**config.mk**
```make
export PLATFORM = sky130hd
export DESIGN_NAME = wav_pcm16_stream_parser
export DESIGN_NICKNAME = d
export VERILOG_FILES = /design/src/rtl/wpp_pkg.sv /design/src/rtl/wav_pcm16_stream_parser.sv /design/src/rtl/wpp_divider.sv
export SDC_FILE = /design/constraint.sdc
export NUM_CORES = 2
export LEC_CHECK = 0
export ABC_AREA = 0
export BUFFER_PORTS_ARGS = -buffer_cell sky130_fd_sc_hd__buf_2
export CELL_PAD_IN_SITES_DETAIL_PLACEMENT = 0
export CELL_PAD_IN_SITES_GLOBAL_PLACEMENT = 2
export CORE_MARGIN = 5
export CORE_UTILIZATION = 46
export DETAILED_ROUTE_END_ITERATION = 8
export PLACE_DENSITY_LB_ADDON = 0.1
export SYNTH_ARGS = -nofsm -noshare
export SYNTH_HDL_FRONTEND = slang
export SYNTH_SLANG_ARGS = --single-unit
```
**constraint.sdc**
```tcl
create_clock -name clock -period 11.6 [get_ports clock]
set_input_delay 2.32 -clock clock [delete_from_list [all_inputs] [get_ports clock]]
set_output_delay 2.32 -clock clock [all_outputs]
set_load 0.05 [all_outputs]
```
**src/rtl/wpp_pkg.sv**
```systemverilog
`timescale 1ns / 1ps

package wpp_pkg;

   // Four-character ids as they read from a little-endian shift of the byte stream
   localparam logic [31:0] ID_RIFF = 32'h4646_4952;
   localparam logic [31:0] ID_WAVE = 32'h4556_4157;
   localparam logic [31:0] ID_FMT  = 32'h2074_6D66;
   localparam logic [31:0] ID_DATA = 32'h6174_6164;
   localparam logic [31:0] ID_LIST = 32'h5453_494C;
   localparam logic [31:0] ID_NONE = 32'h0000_0000;

   localparam logic [15:0] PCM_FORMAT_TAG = 16'h0001;

   localparam logic KIND_SAMPLE = 1'b0;
   localparam logic KIND_ERROR  = 1'b1;

   typedef enum logic [2:0] {
      ERR_NONE  = 3'd0,
      ERR_RIFF  = 3'd1,
      ERR_WAVE  = 3'd2,
      ERR_FMT   = 3'd3,
      ERR_PCM   = 3'd4,
      ERR_CHUNK = 3'd5,
      ERR_TRUNC = 3'd6
   } err_type;

   typedef enum logic [3:0] {
      OP_PASS,       // consume bytes, no check
      OP_CHK_ID,     // compare the word against the step's id
      OP_CHK_PCM,    // format type must be PCM
      OP_CAP_CH,     // capture channel count
      OP_CAP_BLK,    // capture block size, zero is an error
      OP_CHUNK,      // data or LIST, anything else is an error
      OP_LIST_SIZE,  // load the skip counter
      OP_DATA_SIZE,  // load the divider
      OP_SKIP,       // drop one payload byte
      OP_DIV,        // one divider iteration per cycle
      OP_MUL_LO,     // channels * quotient low half
      OP_MUL_HI,     // channels * quotient high half
      OP_SUM,        // combine partial products, saturate
      OP_SAMPLE,     // two bytes per sample
      OP_STOP        // accept and ignore
   } op_type;

   typedef enum logic [4:0] {
      ST_RIFF_ID,
      ST_RIFF_SIZE,
      ST_WAVE_ID,
      ST_FMT_ID,
      ST_FMT_SIZE,
      ST_FMT_TYPE,
      ST_CHANNELS,
      ST_RATE,
      ST_BYTE_RATE,
      ST_BLOCK,
      ST_BITS,
      ST_CHUNK_ID,
      ST_LIST_SIZE,
      ST_SKIP,
      ST_DATA_SIZE,
      ST_DIVIDE,
      ST_MUL_LO,
      ST_MUL_HI,
      ST_SUM,
      ST_SAMPLE,
      ST_DONE,
      ST_HALT
   } step_type;

   // One control word per step; the step's condition selects alt over nxt
   typedef struct packed {
      op_type      op;
      logic [1:0]  last_idx;
      err_type     err;
      logic [31:0] id;
      step_type    nxt;
      step_type    alt;
   } ucode_type;

   typedef struct packed {
      logic load;
      logic run;
   } div_ctl_type;

   function automatic ucode_type uc(input op_type op, input logic [1:0] last_idx,
                                    input err_type err, input logic [31:0] id,
                                    input step_type nxt, input step_type alt);
      ucode_type w;
      w.op       = op;
      w.last_idx = last_idx;
      w.err      = err;
      w.id       = id;
      w.nxt      = nxt;
      w.alt      = alt;
      return w;
   endfunction

   function automatic ucode_type ucode_rom(input step_type s);
      ucode_type w;
      unique case (s)
         ST_RIFF_ID:   w = uc(OP_CHK_ID, 2'd3, ERR_RIFF, ID_RIFF, ST_RIFF_SIZE, ST_HALT);
         ST_RIFF_SIZE: w = uc(OP_PASS, 2'd3, ERR_NONE, ID_NONE, ST_WAVE_ID, ST_HALT);
         ST_WAVE_ID:   w = uc(OP_CHK_ID, 2'd3, ERR_WAVE, ID_WAVE, ST_FMT_ID, ST_HALT);
         ST_FMT_ID:    w = uc(OP_CHK_ID, 2'd3, ERR_FMT, ID_FMT, ST_FMT_SIZE, ST_HALT);
         ST_FMT_SIZE:  w = uc(OP_PASS, 2'd3, ERR_NONE, ID_NONE, ST_FMT_TYPE, ST_HALT);
         ST_FMT_TYPE:  w = uc(OP_CHK_PCM, 2'd1, ERR_PCM, ID_NONE, ST_CHANNELS, ST_HALT);
         ST_CHANNELS:  w = uc(OP_CAP_CH, 2'd1, ERR_NONE, ID_NONE, ST_RATE, ST_HALT);
         ST_RATE:      w = uc(OP_PASS, 2'd3, ERR_NONE, ID_NONE, ST_BYTE_RATE, ST_HALT);
         ST_BYTE_RATE: w = uc(OP_PASS, 2'd3, ERR_NONE, ID_NONE, ST_BLOCK, ST_HALT);
         ST_BLOCK:     w = uc(OP_CAP_BLK, 2'd1, ERR_FMT, ID_NONE, ST_BITS, ST_HALT);
         ST_BITS:      w = uc(OP_PASS, 2'd1, ERR_NONE, ID_NONE, ST_CHUNK_ID, ST_HALT);
         ST_CHUNK_ID:  w = uc(OP_CHUNK, 2'd3, ERR_CHUNK, ID_DATA, ST_DATA_SIZE,
                              ST_LIST_SIZE);
         ST_LIST_SIZE: w = uc(OP_LIST_SIZE, 2'd3, ERR_NONE, ID_NONE, ST_SKIP,
                              ST_CHUNK_ID);
         ST_SKIP:      w = uc(OP_SKIP, 2'd0, ERR_NONE, ID_NONE, ST_SKIP, ST_CHUNK_ID);
         ST_DATA_SIZE: w = uc(OP_DATA_SIZE, 2'd3, ERR_NONE, ID_NONE, ST_DIVIDE, ST_HALT);
         ST_DIVIDE:    w = uc(OP_DIV, 2'd0, ERR_NONE, ID_NONE, ST_DIVIDE, ST_MUL_LO);
         ST_MUL_LO:    w = uc(OP_MUL_LO, 2'd0, ERR_NONE, ID_NONE, ST_MUL_HI, ST_HALT);
         ST_MUL_HI:    w = uc(OP_MUL_HI, 2'd0, ERR_NONE, ID_NONE, ST_SUM, ST_HALT);
         ST_SUM:       w = uc(OP_SUM, 2'd0, ERR_NONE, ID_NONE, ST_SAMPLE, ST_DONE);
         ST_SAMPLE:    w = uc(OP_SAMPLE, 2'd1, ERR_NONE, ID_NONE, ST_SAMPLE, ST_DONE);
         ST_DONE:      w = uc(OP_STOP, 2'd0, ERR_NONE, ID_NONE, ST_DONE, ST_DONE);
         ST_HALT:      w = uc(OP_STOP, 2'd0, ERR_NONE, ID_NONE, ST_HALT, ST_HALT);
         default:      w = uc(OP_STOP, 2'd0, ERR_NONE, ID_NONE, ST_HALT, ST_HALT);
      endcase
      return w;
   endfunction

endpackage

```
**src/rtl/wav_pcm16_stream_parser.sv**
```systemverilog
`timescale 1ns / 1ps

// WAV PCM16 stream parser. Takes a WAVE file one byte per req_ transfer (or an end-of-file
// marker) and returns int16 samples as Q1.15 values, the final one flagged, or a single
// error result after which the block ignores everything until reset. Header, fmt block and
// chunk headers run at one byte per cycle under a microcoded step sequencer; a LIST payload
// is skipped at one byte per cycle. After the data chunk size arrives the block takes no
// byte during the radix-2 divide of size by block size and the two-half multiply by the
// channel count. Samples then take two bytes each, one per cycle.
// A byte is taken only while the output register is empty or being drained that cycle.
module wav_pcm16_stream_parser (
   input  logic               clock,
   input  logic               reset,
   input  logic               req_valid,
   output logic               req_ready,
   input  logic [7:0]         req_data_byte,
   input  logic               req_end_of_file,
   output logic               rsp_valid,
   input  logic               rsp_ready,
   output logic               rsp_kind,
   output logic signed [15:0] rsp_sample,
   output logic               rsp_last_sample,
   output logic [15:0]        rsp_channels,
   output logic [2:0]         rsp_error_code
);
   import wpp_pkg::*;

   step_type    step_ff, step_in;
   logic [1:0]  cnt_ff, cnt_in;
   ucode_type   ucw;

   logic [31:0] field_ff, field_in;
   logic [15:0] ch_ff, ch_in;
   logic [15:0] blk_ff, blk_in;
   logic [31:0] skip_ff, skip_in;
   logic [31:0] samples_ff, samples_in;
   logic [7:0]  low_ff, low_in;
   logic [31:0] prod_lo_ff, prod_lo_in;
   logic [31:0] prod_hi_ff, prod_hi_in;

   logic        rsp_valid_ff, rsp_valid_in;
   logic        rsp_kind_ff, rsp_kind_in;
   logic [15:0] rsp_sample_ff, rsp_sample_in;
   logic        rsp_last_ff, rsp_last_in;
   logic [15:0] rsp_channels_ff, rsp_channels_in;
   err_type     rsp_err_ff, rsp_err_in;

   logic        byte_op;
   logic        accept;
   logic        take;
   logic        step_last;
   logic [31:0] byte_word;
   logic        fail;
   logic        cond;
   logic        eof_hit;
   logic        error_hit;
   logic        sample_hit;
   logic [47:0] count_sum;
   logic [31:0] count_sat;

   div_ctl_type div_ctl;
   logic [31:0] quotient;
   logic        div_done;

   assign ucw = ucode_rom(step_ff);

   assign byte_op   = !((ucw.op == OP_DIV) || (ucw.op == OP_MUL_LO) ||
                        (ucw.op == OP_MUL_HI) || (ucw.op == OP_SUM));
   assign req_ready = byte_op && (!rsp_valid_ff || rsp_ready);
   assign accept    = req_valid && req_ready;
   assign take      = accept && !req_end_of_file && (ucw.op != OP_STOP);
   assign step_last = (cnt_ff == ucw.last_idx);
   assign byte_word = {req_data_byte, field_ff[31:8]};

   assign count_sum = {prod_hi_ff, 16'h0000} + {16'h0000, prod_lo_ff};
   assign count_sat = (count_sum[47:32] != 16'h0000) ? 32'hFFFF_FFFF : count_sum[31:0];

   always_comb begin
      fail = 1'b0;
      cond = 1'b0;
      unique case (ucw.op)
         OP_CHK_ID:    fail = (byte_word != ucw.id);
         OP_CHK_PCM:   fail = (byte_word[31:16] != PCM_FORMAT_TAG);
         OP_CAP_BLK:   fail = (byte_word[31:16] == 16'h0000);
         OP_CHUNK: begin
            fail = (byte_word != ID_DATA) && (byte_word != ID_LIST);
            cond = (byte_word == ID_LIST);
         end
         OP_LIST_SIZE: cond = (byte_word == 32'd0);
         OP_SKIP:      cond = (skip_ff == 32'd1);
         OP_SAMPLE:    cond = (samples_ff == 32'd1);
         OP_DIV:       cond = div_done;
         OP_SUM:       cond = (count_sat == 32'd0);
         default: begin
         end
      endcase
   end

   assign eof_hit    = accept && req_end_of_file && (ucw.op != OP_STOP);
   assign error_hit  = eof_hit || (take && step_last && fail);
   assign sample_hit = take && step_last && (ucw.op == OP_SAMPLE);

   // next step
   always_comb begin
      step_in = step_ff;
      cnt_in  = cnt_ff;
      if (error_hit) begin
         step_in = ST_HALT;
         cnt_in  = '0;
      end else if (take) begin
         if (step_last) begin
            step_in = cond ? ucw.alt : ucw.nxt;
            cnt_in  = '0;
         end else begin
            cnt_in = cnt_ff + 2'd1;
         end
      end else if (!byte_op) begin
         step_in = cond ? ucw.alt : ucw.nxt;
      end
   end

   // datapath and result register
   always_comb begin
      field_in   = field_ff;
      ch_in      = ch_ff;
      blk_in     = blk_ff;
      skip_in    = skip_ff;
      samples_in = samples_ff;
      low_in     = low_ff;
      prod_lo_in = prod_lo_ff;
      prod_hi_in = prod_hi_ff;

      if (take) begin
         field_in = byte_word;
      end
      if (take && step_last && (ucw.op == OP_CAP_CH)) begin
         ch_in = byte_word[31:16];
      end
      if (take && step_last && (ucw.op == OP_CAP_BLK)) begin
         blk_in = byte_word[31:16];
      end
      if (take && step_last && (ucw.op == OP_LIST_SIZE)) begin
         skip_in = byte_word;
      end else if (take && (ucw.op == OP_SKIP)) begin
         skip_in = skip_ff - 32'd1;
      end
      if (ucw.op == OP_SUM) begin
         samples_in = count_sat;
      end else if (sample_hit) begin
         samples_in = samples_ff - 32'd1;
      end
      if (take && (ucw.op == OP_SAMPLE) && !step_last) begin
         low_in = req_data_byte;
      end
      if (ucw.op == OP_MUL_LO) begin
         prod_lo_in = {16'h0000, ch_ff} * {16'h0000, quotient[15:0]};
      end
      if (ucw.op == OP_MUL_HI) begin
         prod_hi_in = {16'h0000, ch_ff} * {16'h0000, quotient[31:16]};
      end

      rsp_valid_in    = rsp_valid_ff && !rsp_ready;
      rsp_kind_in     = rsp_kind_ff;
      rsp_sample_in   = rsp_sample_ff;
      rsp_last_in     = rsp_last_ff;
      rsp_channels_in = rsp_channels_ff;
      rsp_err_in      = rsp_err_ff;
      if (error_hit) begin
         rsp_valid_in    = 1'b1;
         rsp_kind_in     = KIND_ERROR;
         rsp_sample_in   = '0;
         rsp_last_in     = 1'b0;
         rsp_channels_in = '0;
         rsp_err_in      = eof_hit ? ERR_TRUNC : ucw.err;
      end else if (sample_hit) begin
         rsp_valid_in    = 1'b1;
         rsp_kind_in     = KIND_SAMPLE;
         rsp_sample_in   = {req_data_byte, low_ff};
         rsp_last_in     = cond;
         rsp_channels_in = ch_ff;
         rsp_err_in      = ERR_NONE;
      end
   end

   always_comb begin
      div_ctl.load = take && step_last && (ucw.op == OP_DATA_SIZE);
      div_ctl.run  = (ucw.op == OP_DIV);
   end

   wpp_divider u_divider (
      .clock    (clock),
      .reset    (reset),
      .ctl      (div_ctl),
      .dividend (byte_word),
      .divisor  (blk_ff),
      .quotient (quotient),
      .done     (div_done)
   );

   always_ff @(posedge clock) begin
      if (reset) begin
         step_ff      <= ST_RIFF_ID;
         cnt_ff       <= '0;
         rsp_valid_ff <= 1'b0;
      end else begin
         step_ff      <= step_in;
         cnt_ff       <= cnt_in;
         rsp_valid_ff <= rsp_valid_in;
      end
   end

   always_ff @(posedge clock) begin
      field_ff        <= field_in;
      ch_ff           <= ch_in;
      blk_ff          <= blk_in;
      skip_ff         <= skip_in;
      samples_ff      <= samples_in;
      low_ff          <= low_in;
      prod_lo_ff      <= prod_lo_in;
      prod_hi_ff      <= prod_hi_in;
      rsp_kind_ff     <= rsp_kind_in;
      rsp_sample_ff   <= rsp_sample_in;
      rsp_last_ff     <= rsp_last_in;
      rsp_channels_ff <= rsp_channels_in;
      rsp_err_ff      <= rsp_err_in;
   end

   assign rsp_valid       = rsp_valid_ff;
   assign rsp_kind        = rsp_kind_ff;
   assign rsp_sample      = rsp_sample_ff;
   assign rsp_last_sample = rsp_last_ff;
   assign rsp_channels    = rsp_channels_ff;
   assign rsp_error_code  = rsp_err_ff;

endmodule

```
**src/rtl/wpp_divider.sv**
```systemverilog
`timescale 1ns / 1ps

// Restoring divider, one quotient bit per run cycle.
module wpp_divider (
   input  logic                 clock,
   input  logic                 reset,
   input  wpp_pkg::div_ctl_type ctl,
   input  logic [31:0]          dividend,
   input  logic [15:0]          divisor,
   output logic [31:0]          quotient,
   output logic                 done
);
   import wpp_pkg::*;

   logic [31:0] q_ff, q_in;
   logic [15:0] rem_ff, rem_in;
   logic [4:0]  cnt_ff, cnt_in;
   logic [16:0] trial;
   logic [16:0] diff;
   logic        ge;

   assign trial = {rem_ff, q_ff[31]};
   assign diff  = trial - {1'b0, divisor};
   assign ge    = trial >= {1'b0, divisor};

   always_comb begin
      q_in   = q_ff;
      rem_in = rem_ff;
      cnt_in = cnt_ff;
      if (ctl.load) begin
         q_in   = dividend;
         rem_in = '0;
         cnt_in = '0;
      end else if (ctl.run) begin
         q_in   = {q_ff[30:0], ge};
         // remainder stays below the divisor, so 16 bits hold it
         rem_in = ge ? diff[15:0] : trial[15:0];
         cnt_in = cnt_ff + 5'd1;
      end
   end

   always_ff @(posedge clock) begin
      if (reset) begin
         cnt_ff <= '0;
      end else begin
         cnt_ff <= cnt_in;
      end
   end

   always_ff @(posedge clock) begin
      q_ff   <= q_in;
      rem_ff <= rem_in;
   end

   assign quotient = q_ff;
   assign done     = ctl.run && (cnt_ff == 5'd31);

endmodule

```
==> reports/summary.txt <==
DRT met1 WL - 38500 um
sequential fraction of the synthesis area - 0.258
final hold viol count - 0
DR pass1 iterations - 5
Hold Path Class - register to register
Pleak - 0.0149 uW
minimum clock period - 7.56 ns
post-synth top area cell - fa_1
Req. time, crit path - 11.92 ns
Flop pwr share - 0.319
Setup Skew - 0.0410 ns
Via Count - 22803
crit path from - ch_ff[11]
Routed WL per cell - 19.9 um
total detailed-routing wirelength - 83300 um
layout cell share with drive strength beyond 1 - 0.0576
CTS buffer count - 37
Starting DRT DRC Count - 1343
hpwl dp - 61800 um
Critical Path Sink - prod_lo_ff[30]
Setup TNS - 0 ns
vias in the first global route - 24114
Die W - 271 um
Internal - 2600 uW
core footprint - 67400 um^2
Sw Ratio - 0.349
fmax - 132 MHz
met2 WL post-DR - 39000 um
clock tree root driver cell - clkbuf_16
nets - 3949
DRC Markers - 0
number of H-tree levels - 2
Slew Limit Fails - 0
leading cell type in the layout, fill and taps excluded - nand2_1
Tot GR Track Use - 0.229
first-pass GRT wire length - 135000 um
die height - 271 um
Critical R2R Capture - prod_lo_ff[30]
Worst Reg-to-Reg Cells - 23
crit share post-route - 0.652
Crit Path Class - register to register
Setup-failing EPs final - 0
# resized after CTS - 0
Congestion Overflow GR - 0
worst-margin pin slew - 1.27 ns
initial antenna violation count - 1
most frequent cells in the layout - 552 x nand2_1, 481 x inv_1, 390 x fa_1
Ys Warns - 0
Yosys cell types - 100
DRT antenna net count - 0
Setup crit end kind - register
Post-CTS Hold Fix Bufs - 0
CTS Sinks - 290
VDD IR max - 163 uV
ys flop type - edfxtp_1
r2r startpoint - ch_ff[11]
#FFs+latches synth - 290
top layer in use - met5
Initial Utilization - 0.465
Worst R2R Setup Slack - 4.04 ns
largest net degree at the start of global routing - 63
Clock Power Share - 0.312
TritonCTS clock tree - yes
Synth top area share - 0.249
Post-synth ARST share - 0
post-route setup slack - 4.04 ns
clk slew on worst S/H paths - 0.06 ns
Rows - 95
RePlAce Congestion - 0.859
Crit path arrival time - 7.88 ns
CTS max path bufs - 3
WL met3 - 4130 um
RSZ-0062 raised after global routing - no
Setup Slack @ Placement - 4.01 ns
Mapped Nets - 3967
top cells by area, synth - fa_1 25%, edfxtp_1 22%, ha_1 10%, nand2_1 6.6%, inv_1 5.8%
number of synthesized flops with an enable pin - 227
Crit Path Max Fanout - 17
Layout area overhead - 7.50%
Fillers - 6374
Max-Cap Viols - 0
IO buf count - 51
clock latency at the later pin of the worst-skew pair - 0.60 ns
Startpoint Class - register
I/O pins - 52
pwr dens - 118 nW/um^2
Comb pwr share - 0.369
Post-Synthesis Cells - 3306
synthesized area per cell - 9.49 um^2
via/cell ratio - 5.44
Net Sw Power - 1390 uW
die area - 73500 um^2
Post-Synthesis Cell Area - 31400 um^2
post-CTS setup buffers - 0
status - completed
Rel. slew slack - 0.156
==> synthesized netlist by cell type (25+ instances only) <==
cell / instances
a21o_1: 27
a21oi_1: 107
and2_1: 231
clkbuf_1: 119
dfxtp_1: 63
edfxtp_1: 227
fa_1: 390
ha_1: 258
inv_1: 481
mux2i_1: 25
nand2_1: 552
nand3_1: 44
nor2_1: 114
nor3_1: 64
nor4_1: 36
o21ai_0: 78
o21ai_1: 32
xnor2_1: 104
xor2_1: 42
==> power by group through the flow <==
| stage | Clock (uW) | Combinational, uW | Sequential, uW |
|---|---|---|---|
| 2_1_floorplan | 0 | 1150 | 1270 |
| 6_report | 1250 | 1470 | 1270 |
| 3_3_place_gp | 0 | 1450 | 1290 |
| 4_1_cts | 1280 | 1480 | 1270 |
| 5_1_grt | 1320 | 1690 | 1280 |
| 3_5_place_dp | 0 | 1470 | 1300 |
==> logic make-up (layout without fill, tap and decap cells) <==
group                    count (synthesis)  after routing  share of synthesized area
adder cells (fa/ha/maj)                648            648                      0.352
buffers and inverters                  624            634                     0.0766
flip-flops                             290            290                      0.258
AO/OA/AOI/OAI                          380            380                     0.0797
multiplexers                            28             28                    0.00906
AND/OR/NAND/NOR                       1190           1190                      0.184
other                                    0              1                          0
XOR/XNOR                               146            146                     0.0408
==> final cells by class <==
cell class / instances / area [um^2] / area share
diodes: 1 / 2.50 / 0.0000742
clock buffers: 47 / 973 / 0.0289
clock inverters: 20 / 343 / 0.0102
inverters: 485 / 1820 / 0.0540
multi-input cells: 2392 / 20900 / 0.620
flip-flops and latches: 290 / 8080 / 0.240
well taps: 873 / 1090 / 0.0324
repair buffers: 82 / 488 / 0.0145
==> worst min-delay path by stage <==
stage,start,to,slack [ns],cells after the start
floorplan,low_ff[0],rsp_sample[0],0.42,2
CTS,low_ff[0],rsp_sample[0],0.41,2
finish,low_ff[0],rsp_sample[0],0.41,2
global route,low_ff[0],rsp_sample[0],0.45,2
global placement,low_ff[0],rsp_sample[0],0.43,2
detailed placement,rsp_sample[0],rsp_sample[0],0.44,2
==> critical path, cell delays in order, from the launching register on <==
cell	delay [ns]
edfxtp_1	0.82
buf_4	0.37
nand2_1	0.12
fa_1	0.53
fa_1	0.51
fa_1	0.53
inv_1	0.07
fa_1	0.50
fa_1	0.49
inv_1	0.05
fa_1	0.47
inv_1	0.04
ha_1	0.38
nand3_1	0.10
nor3_1	0.16
a221o_1	0.20
nor3_1	0.05
nor4_1	0.44
a311oi_1	0.22
a211oi_1	0.55
o21ai_1	0.23
o2111ai_1	0.24
a21oi_1	0.11
xnor2_1	0.13
==> state kept, by name, summed over array words and instances, names as in the netlist, 2 cells and up <==
signal	cells
blk_ff	16
ch_ff	16
cnt_ff	2
field_ff	24
low_ff	8
prod_hi_ff	32
prod_lo_ff	32
rsp_channels	16
rsp_error_code	3
rsp_sample	16
samples_ff	32
skip_ff	32
step_ff	5
u_divider.cnt_ff	5
u_divider.quotient	32
u_divider.rem_ff	16
==> through the flow <==
stage	total power [uW]	area, um^2	std cells	util	hold WS [ns]
final	3990	33700	4190	0.500	0.414
after global routing	4290	33700	4189	0.500	0.449
after CTS	4040	33700	4189	0.500	0.407
after detailed placement	2760	32400	4122	0.481	0.440
after global placement	2750	32400	4122	0.481	0.433
after floorplan	2420	31400	3306	-	0.424
==> routing by layer <==
| layer | track usage | up-vias |
|---|---|---|
| li1 | - | 10707 |
| met3 | 0.0330 | 106 |
| met2 | 0.381 | 519 |
| met5 | 0 | - |
| met4 | 0.0502 | 2 |
| met1 | 0.322 | 11469 |
No activity file was read; power rests on OpenSTA's default activity.
